<file path="src/design/assert_macros.svh">
// Assertion helpers for the motor step core.
`ifndef ASSERT_MACROS_SVH
`define ASSERT_MACROS_SVH

`ifndef ASSERT_OFF
`define ASSERT_IMPL(label, clk, rst_n, ante, cons) \
  label: assert property (@(posedge clk) disable iff (!(rst_n)) (ante) |-> (cons)) \
    else $error("assertion failed");
`define ASSERT_NEXT(label, clk, rst_n, ante, cons) \
  label: assert property (@(posedge clk) disable iff (!(rst_n)) (ante) |=> (cons)) \
    else $error("assertion failed");
`else
`define ASSERT_IMPL(label, clk, rst_n, ante, cons)
`define ASSERT_NEXT(label, clk, rst_n, ante, cons)
`endif

`endif

</file>
<file path="src/design/dcm_pkg.sv">
package dcm_pkg;

  localparam int Q_W      = 32;
  localparam int REG_W    = 31;
  localparam int PROD_W   = 64;
  localparam int ACC_W    = 35;
  localparam int PC_W     = 5;
  localparam int DIV_BITS = 7;
  localparam int DIV_STEPS = ACC_W / DIV_BITS;
  localparam int DIV_CNT_W = 3;

  localparam logic [3:0] DIV_BY = 4'd6;

  localparam logic [PC_W-1:0] PC_RK_START = 5'd2;
  localparam logic [PC_W-1:0] PC_LAST     = 5'd28;

  localparam logic [2:0] REG_STEP_SIZE     = 3'd0;
  localparam logic [2:0] REG_RESISTANCE    = 3'd1;
  localparam logic [2:0] REG_INV_INDUCT    = 3'd2;
  localparam logic [2:0] REG_DAMPING       = 3'd3;
  localparam logic [2:0] REG_INV_INERTIA   = 3'd4;
  localparam logic [2:0] REG_TORQUE_CONST  = 3'd5;
  localparam logic [2:0] REG_BACK_EMF      = 3'd6;

  localparam logic [REG_W-1:0] STEP_SIZE_RST    = 31'd66;
  localparam logic [REG_W-1:0] RESISTANCE_RST   = 31'd65536;
  localparam logic [REG_W-1:0] INV_INDUCT_RST   = 31'd65536;
  localparam logic [REG_W-1:0] DAMPING_RST      = 31'd6554;
  localparam logic [REG_W-1:0] INV_INERTIA_RST  = 31'd65536;
  localparam logic [REG_W-1:0] TORQUE_CONST_RST = 31'd65536;
  localparam logic [REG_W-1:0] BACK_EMF_RST     = 31'd65536;

  localparam logic signed [Q_W-1:0] Q_MAX = 32'sh7fff_ffff;
  localparam logic signed [Q_W-1:0] Q_MIN = 32'sh8000_0000;

  typedef logic signed [Q_W-1:0] q_t;

  typedef enum logic [2:0] {
    ST_IDLE = 3'b001,
    ST_RUN  = 3'b010,
    ST_DIV  = 3'b100
  } state_t;

  typedef enum logic [3:0] {
    OP_MUL,
    OP_VNET,
    OP_TRQ,
    OP_TSUB,
    OP_K1,
    OP_K2,
    OP_K4,
    OP_XUP,
    OP_DIV,
    OP_NEW
  } op_t;

  typedef enum logic [2:0] {
    MS_KB_W,
    MS_C_X,
    MS_T_INV,
    MS_K_HH,
    MS_K_H,
    MS_H_AVG,
    MS_KT_I
  } msel_t;

  typedef struct packed {
    op_t   op;
    msel_t msel;
  } uop_t;

  function automatic q_t sat33(input logic [Q_W:0] v);
    q_t r;
    if (v[Q_W] != v[Q_W-1]) begin
      r = v[Q_W] ? Q_MIN : Q_MAX;
    end else begin
      r = v[Q_W-1:0];
    end
    return r;
  endfunction

  // Q16.16 product: floor shift by 16, then clamp to 32 bits.
  function automatic q_t sat_prod(input logic [PROD_W-1:0] p);
    logic [16:0] upper;
    q_t r;
    upper = p[PROD_W-1:47];
    if ((&upper) || !(|upper)) begin
      r = p[47:16];
    end else begin
      r = p[PROD_W-1] ? Q_MIN : Q_MAX;
    end
    return r;
  endfunction

  // Step program: back-EMF, then one RK4 pass per state variable.
  function automatic uop_t uop_at(input logic [PC_W-1:0] pc);
    uop_t u;
    u = '{op: OP_MUL, msel: MS_C_X};
    unique case (pc) inside
      5'd0:                    u = '{op: OP_MUL,  msel: MS_KB_W};
      5'd1:                    u = '{op: OP_VNET, msel: MS_C_X};
      5'd2, 5'd8, 5'd14, 5'd20: u = '{op: OP_MUL,  msel: MS_C_X};
      5'd3, 5'd9, 5'd15, 5'd21: u = '{op: OP_TSUB, msel: MS_C_X};
      5'd4, 5'd10, 5'd16, 5'd22: u = '{op: OP_MUL, msel: MS_T_INV};
      5'd5:                    u = '{op: OP_K1,   msel: MS_C_X};
      5'd11, 5'd17:            u = '{op: OP_K2,   msel: MS_C_X};
      5'd23:                   u = '{op: OP_K4,   msel: MS_C_X};
      5'd6, 5'd12:             u = '{op: OP_MUL,  msel: MS_K_HH};
      5'd18:                   u = '{op: OP_MUL,  msel: MS_K_H};
      5'd7, 5'd13, 5'd19:      u = '{op: OP_XUP,  msel: MS_C_X};
      5'd24:                   u = '{op: OP_DIV,  msel: MS_C_X};
      5'd25:                   u = '{op: OP_MUL,  msel: MS_H_AVG};
      5'd26:                   u = '{op: OP_NEW,  msel: MS_C_X};
      5'd27:                   u = '{op: OP_MUL,  msel: MS_KT_I};
      5'd28:                   u = '{op: OP_TRQ,  msel: MS_C_X};
      default:                 u = '{op: OP_MUL,  msel: MS_C_X};
    endcase
    return u;
  endfunction

endpackage

</file>
<file path="src/design/dc_motor_rk4_step_core.sv">
// DC motor step core: each accepted word is an armature voltage, and the core advances
// the stored current and speed by one fourth-order Runge-Kutta step each, in signed
// Q16.16 with saturation, returning the new speed and current as one result. One 32x32
// multiplier is reused by a 29-step program, and the divide by six of the RK4 sum runs
// seven bits per cycle. A new word is taken only once the previous one has finished,
// when the core returns to idle. A finished result waits in an output register, so a
// new word may enter while it is still pending. The user must write configuration
// registers only while the core is idle; the core itself does not enforce this.
`include "assert_macros.svh"

module dc_motor_rk4_step_core
  import dcm_pkg::*;
(
  input  logic                    clk,
  input  logic                    rst_n,
  input  logic                    in_valid,
  output logic                    in_ready,
  input  logic signed [Q_W-1:0]   in_drive_voltage,
  output logic                    out_valid,
  input  logic                    out_ready,
  output logic signed [Q_W-1:0]   out_speed,
  output logic signed [Q_W-1:0]   out_current,
  input  logic                    cfg_we,
  input  logic [2:0]              cfg_index,
  input  logic [REG_W-1:0]        cfg_wdata
);

  state_t                 state_r, state_nxt;
  logic [PC_W-1:0]        pc_r, pc_nxt;
  logic                   phase_r, phase_nxt;
  logic [DIV_CNT_W-1:0]   div_cnt_r, div_cnt_nxt;
  logic                   out_valid_r, out_valid_nxt;

  logic [REG_W-1:0] step_size_r, resistance_r, inv_induct_r, damping_r;
  logic [REG_W-1:0] inv_inertia_r, torque_const_r, back_emf_r;

  q_t current_r, speed_r;
  q_t va_r, u_r, x0_r, x_r, t_r, k_r, avg_r;
  q_t out_speed_r, out_current_r;
  logic signed [PROD_W-1:0] prod_r;
  logic [ACC_W-1:0]         acc_r;
  logic [ACC_W-1:0]         dvd_r;
  logic [2:0]               rem_r;
  logic                     sign_r;

  uop_t uop;
  q_t   mul_a, mul_b, q, sum_x0, coef, inv, h, hh;
  logic out_busy, finish, accept;

  logic [ACC_W-1:0] div_dvd_nxt;
  logic [2:0]       div_rem_nxt;
  logic [3:0]       div_trial;

  assign uop      = uop_at(pc_r);
  assign q        = sat_prod(prod_r);
  assign sum_x0   = sat33({x0_r[Q_W-1], x0_r} + {q[Q_W-1], q});
  assign coef     = phase_r ? {1'b0, damping_r} : {1'b0, resistance_r};
  assign inv      = phase_r ? {1'b0, inv_inertia_r} : {1'b0, inv_induct_r};
  assign h        = {1'b0, step_size_r};
  assign hh       = {2'b00, step_size_r[REG_W-1:1]};
  assign in_ready = (state_r == ST_IDLE);
  assign accept   = in_valid && in_ready;
  assign out_busy = out_valid_r && !out_ready;
  assign finish   = (state_r == ST_RUN) && (uop.op == OP_NEW) && phase_r && !out_busy;

  assign out_valid   = out_valid_r;
  assign out_speed   = out_speed_r;
  assign out_current = out_current_r;

  always_comb begin
    mul_a = coef;
    mul_b = x_r;
    unique case (uop.msel)
      MS_KB_W: begin
        mul_a = {1'b0, back_emf_r};
        mul_b = speed_r;
      end
      MS_C_X: begin
        mul_a = coef;
        mul_b = x_r;
      end
      MS_T_INV: begin
        mul_a = t_r;
        mul_b = inv;
      end
      MS_K_HH: begin
        mul_a = k_r;
        mul_b = hh;
      end
      MS_K_H: begin
        mul_a = k_r;
        mul_b = h;
      end
      MS_H_AVG: begin
        mul_a = h;
        mul_b = avg_r;
      end
      MS_KT_I: begin
        mul_a = {1'b0, torque_const_r};
        mul_b = current_r;
      end
      default: begin
        mul_a = coef;
        mul_b = x_r;
      end
    endcase
  end

  // Restoring division by six, several quotient bits per cycle.
  always_comb begin
    div_rem_nxt = rem_r;
    div_dvd_nxt = dvd_r;
    div_trial   = '0;
    for (int b = 0; b < DIV_BITS; b++) begin
      div_trial   = {div_rem_nxt, div_dvd_nxt[ACC_W-1]};
      div_dvd_nxt = {div_dvd_nxt[ACC_W-2:0], (div_trial >= DIV_BY)};
      div_rem_nxt = (div_trial >= DIV_BY) ? 3'(div_trial - DIV_BY) : div_trial[2:0];
    end
  end

  always_comb begin
    state_nxt     = state_r;
    pc_nxt        = pc_r;
    phase_nxt     = phase_r;
    div_cnt_nxt   = div_cnt_r;
    out_valid_nxt = (out_valid_r && out_ready) ? 1'b0 : out_valid_r;
    if (finish) begin
      out_valid_nxt = 1'b1;
    end
    unique case (state_r)
      ST_IDLE: begin
        if (in_valid) begin
          state_nxt = ST_RUN;
          pc_nxt    = '0;
          phase_nxt = 1'b0;
        end
      end
      ST_RUN: begin
        unique case (uop.op)
          OP_DIV: begin
            state_nxt   = ST_DIV;
            div_cnt_nxt = '0;
            pc_nxt      = pc_r + PC_W'(1);
          end
          OP_TRQ: begin
            pc_nxt    = PC_RK_START;
            phase_nxt = 1'b1;
          end
          OP_NEW: begin
            if (!phase_r) begin
              pc_nxt = pc_r + PC_W'(1);
            end else if (!out_busy) begin
              state_nxt = ST_IDLE;
            end
          end
          default: begin
            pc_nxt = pc_r + PC_W'(1);
          end
        endcase
      end
      ST_DIV: begin
        if (div_cnt_r == DIV_CNT_W'(DIV_STEPS)) begin
          state_nxt = ST_RUN;
        end else begin
          div_cnt_nxt = div_cnt_r + DIV_CNT_W'(1);
        end
      end
      default: begin
        state_nxt = ST_IDLE;
      end
    endcase
  end

  always_ff @(posedge clk) begin
    if (!rst_n) begin
      state_r        <= ST_IDLE;
      pc_r           <= '0;
      phase_r        <= 1'b0;
      div_cnt_r      <= '0;
      out_valid_r    <= 1'b0;
      step_size_r    <= STEP_SIZE_RST;
      resistance_r   <= RESISTANCE_RST;
      inv_induct_r   <= INV_INDUCT_RST;
      damping_r      <= DAMPING_RST;
      inv_inertia_r  <= INV_INERTIA_RST;
      torque_const_r <= TORQUE_CONST_RST;
      back_emf_r     <= BACK_EMF_RST;
      current_r      <= '0;
      speed_r        <= '0;
    end else begin
      state_r     <= state_nxt;
      pc_r        <= pc_nxt;
      phase_r     <= phase_nxt;
      div_cnt_r   <= div_cnt_nxt;
      out_valid_r <= out_valid_nxt;
      if (cfg_we) begin
        unique case (cfg_index)
          REG_STEP_SIZE:    step_size_r    <= cfg_wdata;
          REG_RESISTANCE:   resistance_r   <= cfg_wdata;
          REG_INV_INDUCT:   inv_induct_r   <= cfg_wdata;
          REG_DAMPING:      damping_r      <= cfg_wdata;
          REG_INV_INERTIA:  inv_inertia_r  <= cfg_wdata;
          REG_TORQUE_CONST: torque_const_r <= cfg_wdata;
          REG_BACK_EMF:     back_emf_r     <= cfg_wdata;
          default: begin
          end
        endcase
      end
      if ((state_r == ST_RUN) && (uop.op == OP_NEW)) begin
        if (!phase_r) begin
          current_r <= sum_x0;
        end else if (!out_busy) begin
          speed_r <= sum_x0;
        end
      end
    end
  end

  always_ff @(posedge clk) begin
    if (accept) begin
      va_r <= in_drive_voltage;
    end
    if (finish) begin
      out_speed_r   <= sum_x0;
      out_current_r <= current_r;
    end
    if (state_r == ST_RUN) begin
      case (uop.op)
        OP_MUL: begin
          prod_r <= PROD_W'(mul_a) * PROD_W'(mul_b);
        end
        OP_VNET: begin
          u_r  <= sat33({va_r[Q_W-1], va_r} - {q[Q_W-1], q});
          x0_r <= current_r;
          x_r  <= current_r;
        end
        OP_TRQ: begin
          u_r  <= q;
          x0_r <= speed_r;
          x_r  <= speed_r;
        end
        OP_TSUB: begin
          t_r <= sat33({u_r[Q_W-1], u_r} - {q[Q_W-1], q});
        end
        OP_K1: begin
          k_r   <= q;
          acc_r <= {{3{q[Q_W-1]}}, q};
        end
        OP_K2: begin
          k_r   <= q;
          acc_r <= acc_r + {{2{q[Q_W-1]}}, q, 1'b0};
        end
        OP_K4: begin
          acc_r <= acc_r + {{3{q[Q_W-1]}}, q};
        end
        OP_XUP: begin
          x_r <= sum_x0;
        end
        OP_DIV: begin
          dvd_r  <= acc_r[ACC_W-1] ? (~acc_r + ACC_W'(1)) : acc_r;
          sign_r <= acc_r[ACC_W-1];
          rem_r  <= '0;
        end
        default: begin
        end
      endcase
    end
    if (state_r == ST_DIV) begin
      if (div_cnt_r != DIV_CNT_W'(DIV_STEPS)) begin
        dvd_r <= div_dvd_nxt;
        rem_r <= div_rem_nxt;
      end else begin
        avg_r <= sign_r ? (~dvd_r[Q_W-1:0] + Q_W'(1)) : dvd_r[Q_W-1:0];
      end
    end
  end

  `ASSERT_NEXT(a_start, clk, rst_n, accept, (state_r == ST_RUN) && (pc_r == '0) && !phase_r)
  `ASSERT_IMPL(a_div_cnt, clk, rst_n, state_r == ST_DIV, div_cnt_r <= DIV_CNT_W'(DIV_STEPS))
  `ASSERT_IMPL(a_out_phase, clk, rst_n, $rose(out_valid_r), $past(phase_r) && $past(state_r == ST_RUN))
  `ASSERT_IMPL(a_pc_range, clk, rst_n, state_r == ST_RUN, pc_r <= PC_LAST)

endmodule
</file>
<file path="config.mk">
export PLATFORM = sky130hd
export DESIGN_NAME = dc_motor_rk4_step_core
export DESIGN_NICKNAME = d
export VERILOG_FILES = /design/src/design/dcm_pkg.sv /design/src/design/dc_motor_rk4_step_core.sv
export VERILOG_INCLUDE_DIRS = /design/src /design/src/design
export SDC_FILE = /design/constraint.sdc
export NUM_CORES = 2
export LEC_CHECK = 0
export BUFFER_PORTS_ARGS = -buffer_cell sky130_fd_sc_hd__buf_2
export CELL_PAD_IN_SITES_DETAIL_PLACEMENT = 1
export CELL_PAD_IN_SITES_GLOBAL_PLACEMENT = 2
export CORE_AREA = 2 2 500 378
export DETAILED_ROUTE_END_ITERATION = 7
export DIE_AREA = 0 0 502 380
export PLACE_DENSITY_LB_ADDON = 0.1
export SYNTH_ARGS = -nofsm -noshare
export SYNTH_HDL_FRONTEND = slang
export SYNTH_SLANG_ARGS = --single-unit
</file>
<file path="constraint.sdc">
create_clock -name clk -period 24.4 [get_ports clk]
set_clock_uncertainty 0.1 [all_clocks]
set_input_delay 4.88 -clock clk [delete_from_list [all_inputs] [get_ports clk]]
set_output_delay 4.88 -clock clk [all_outputs]
set_load 0.02 [all_outputs]
</file>
==> reports/metrics.yaml <==
finalNetCount: 9756
htree_levels: 3
clk_latency_ns: 0.74
hold_viol: 0
detail_route.wl_per_cell_um: 29.9
ir_worst_vdd_v: 0.0000609
drtIter0Drc: 6470
rsz0062_at_grt: "false"
fillers: 21400
io_buffer_count: 136
antenna_found_initial: 24
crit_fanout: 72
synth_area_um2: 74000
syn2layout_area_growth_pct: 9.26
crit_slowest_cell: "dfxtp_1"
final-instance-count-excl-fill: 10800
drive_gt1_share_pct: 7.28
period_share_pct: 52.0
maxCapViolCount: 0
syn_inst: 8255
cts-root-buf: "clkbuf_16"
grt_pass1_wl_mm: 469
synth_fp_nets: 9761
cp_data_arrival_time_ns: 13.08
setup_viol: 0
dr.pass1.iters: 8
gp_congestion: 0.946
worst_path_largest_cell_delay_ns: 0.95
grt_pass1_vias: 65000
min_path_type: "register to register"
drc: 0
dp_hpwl_mm: 247
ios: 137
initial_core_util_pct: 40.0
yosysTopAreaCellShare_pct: 29.4
grt_max_degree: 204
reg.largest.list: "prod_r: 48 flops, acc_r: 35 flops, dvd_r: 35 flops"
ant_nets: 0
netlist_top_cells_area: "fa_1 29%, edfxtp_1 15%, dfxtp_1 9.0%"
critical_path_buf_inv_count: 9
endpoint_kind: "register"
crit_path_start_kind: "register"
core_area_um2: 185000
clk_path_buf_depth: 3
cts_tree: "done"
post-route-min-period_ns: 12.70
clk_pin_slew_ns: 0.07
setup_tns_ns: 0
post_cts_buffers: 0
finish.utilization_pct: 43.7
final-max-slew-violation-count: 0
avgViaCountPerCell: 5.80
cts-buffers-inserted: 81
async_flop_share_pct: 0
power.leakage_uw: 0.0341
syn-mean-instance-area_um2: 8.97
synth.distinct_cells: 101
die-area_um2: 191000
num_vias: 62800
synth_top_flop_cell: "edfxtp_1"
ctsHoldBuffers: 0
die_x_um: 502
ys_seq_area_share_pct: 24.1
cp_common_cell: "fa_1"
status: "complete, no violations"
yosys_warnings: 0
worst_pin_slew_ns: 1.33
largest_register_ffs: 48
powerDensity_nw_per_um2: 50.3
synth_edf_count: 372
die_h_um: 380
top_register: "prod_r"
multiInputGateArea_um2: 50800
overflow: 0
synth_seq_cells: 704
seqCellArea_um2: 17800
grt_util_all_layers_pct: 34.0
critical-path-top-delay-family: "adder cells"
clock_sinks: 704
cp.required_ns: 24.78
worstSetupPathType: "register to register"
cts_resized: 0
dp_cells: 10700
yosys.area.top_type: "fa_1"
power.total_uw: 4070
drt-total-wl_mm: 324
fmax_mhz: 78.8
core.rowCount: 137
relSlewSlack_pct: 11.6
-- tightest hold or removal path: cells and delay by family (launching register included) --
kind | cells | cell delay, ns
AOI/OAI and AO/OA | 1 | 0.05
DFF | 1 | 0.31
and+or+nand+nor | 1 | 0.05
-- power breakdown --
part           switching, µW  internal (µW)  total [µW]
Combinational           1010            467        1470
Sequential              15.5           1290        1300
Clock                    583            714        1300
-- kinds of logic after synthesis --
| group | after synthesis | synth area share (%) |
|---|---|---|
| AO/OA/AOI/OAI | 1545 | 13.1 |
| buffers and inverters | 1551 | 7.93 |
| AND/OR/NAND/NOR | 2668 | 15.3 |
| multiplexers | 76 | 1.04 |
| flip-flops | 704 | 24.1 |
| XOR/XNOR | 256 | 3.03 |
| adder cells (fa/ha/maj) | 1455 | 35.5 |
-- cells in the mapped netlist, drive strengths merged (38+ instances only) --
cell,instances
a211oi,85
a21o,142
a21oi,593
and3,46
buf,45
clkbuf,387
dfxtp,332
edfxtp,372
fa,1086
ha,349
inv,1116
mux2i,69
nand2,1371
nand2b,79
nand3,103
nor2,768
nor2b,80
nor3,39
o21a,50
o21ai,303
o21bai,38
o221ai,51
xnor2,153
xor2,103
-- area by class of cell --
type / count / share of cell area (%)
Antenna cell: 5 / 0.0155
Clock inverter: 39 / 0.541
Clock buffer: 113 / 2.81
Timing Repair Buffer: 344 / 2.79
Inverter: 1119 / 5.20
Sequential cell: 704 / 22.0
Tap cell: 2502 / 3.87
Multi-Input combinational cell: 6000 / 62.7
-- routing by layer --
| layer | track usage, % | part of all wire, % | vias to the layer above |
|---|---|---|---|
| met5 | 0 | 0.0074 | - |
| met1 | 51.2 | 46 | 33100 |
| met4 | 9.09 | 2.9 | 4 |
| met3 | 8.37 | 10 | 403 |
| li1 | - | - | 26800 |
| met2 | 48.1 | 41 | 2608 |
-- final timing paths --
kind / startpoint / endpoint / slack (ns) / cells after the start
worst max-delay path: pc_r[3] / prod_r[61] / 11.70 / 36
worst min-delay path: damping_r[28] / damping_r[28] / 0.36 / 2
worst max register to register: pc_r[3] / prod_r[61] / 11.70 / 36
worst min register to register: damping_r[28] / damping_r[28] / 0.36 / 2
-- cell usage in the layout, fill, tap and decap left out, types with 51 or more instances in the layout --
| cell | synthesis | final |
|---|---|---|
| nor2b_1 | 80 | 79 |
| nand3_1 | 103 | 100 |
| o21ai_0 | 294 | 286 |
| fa_1 | 1086 | 1086 |
| nor2_1 | 768 | 753 |
| a211oi_1 | 84 | 84 |
| o221ai_1 | 51 | 51 |
| mux2i_1 | 69 | 69 |
| a21o_1 | 142 | 142 |
| xor2_1 | 103 | 103 |
| buf_4 | 0 | 207 |
| a21oi_1 | 591 | 566 |
| buf_2 | 13 | 136 |
| edfxtp_1 | 372 | 372 |
| nand2_1 | 1370 | 1367 |
| xnor2_1 | 153 | 153 |
| inv_1 | 1116 | 1116 |
| dfxtp_1 | 332 | 331 |
| clkbuf_16 | 0 | 84 |
| ha_1 | 349 | 349 |
| nand2b_1 | 79 | 79 |
-- through the flow --
stage / hold slack [ns] / cell area (µm²) / worst slack, ns
after floorplan: 0.324 / 74000 / 13.97
after global placement: 0.338 / 78200 / 11.97
after detailed placement: 0.344 / 78200 / 11.74
after CTS: 0.356 / 80900 / 11.70
after global routing: 0.373 / 80900 / 11.03
final: 0.355 / 80900 / 11.70
Note: power is estimated with default switching activity, not from simulation.
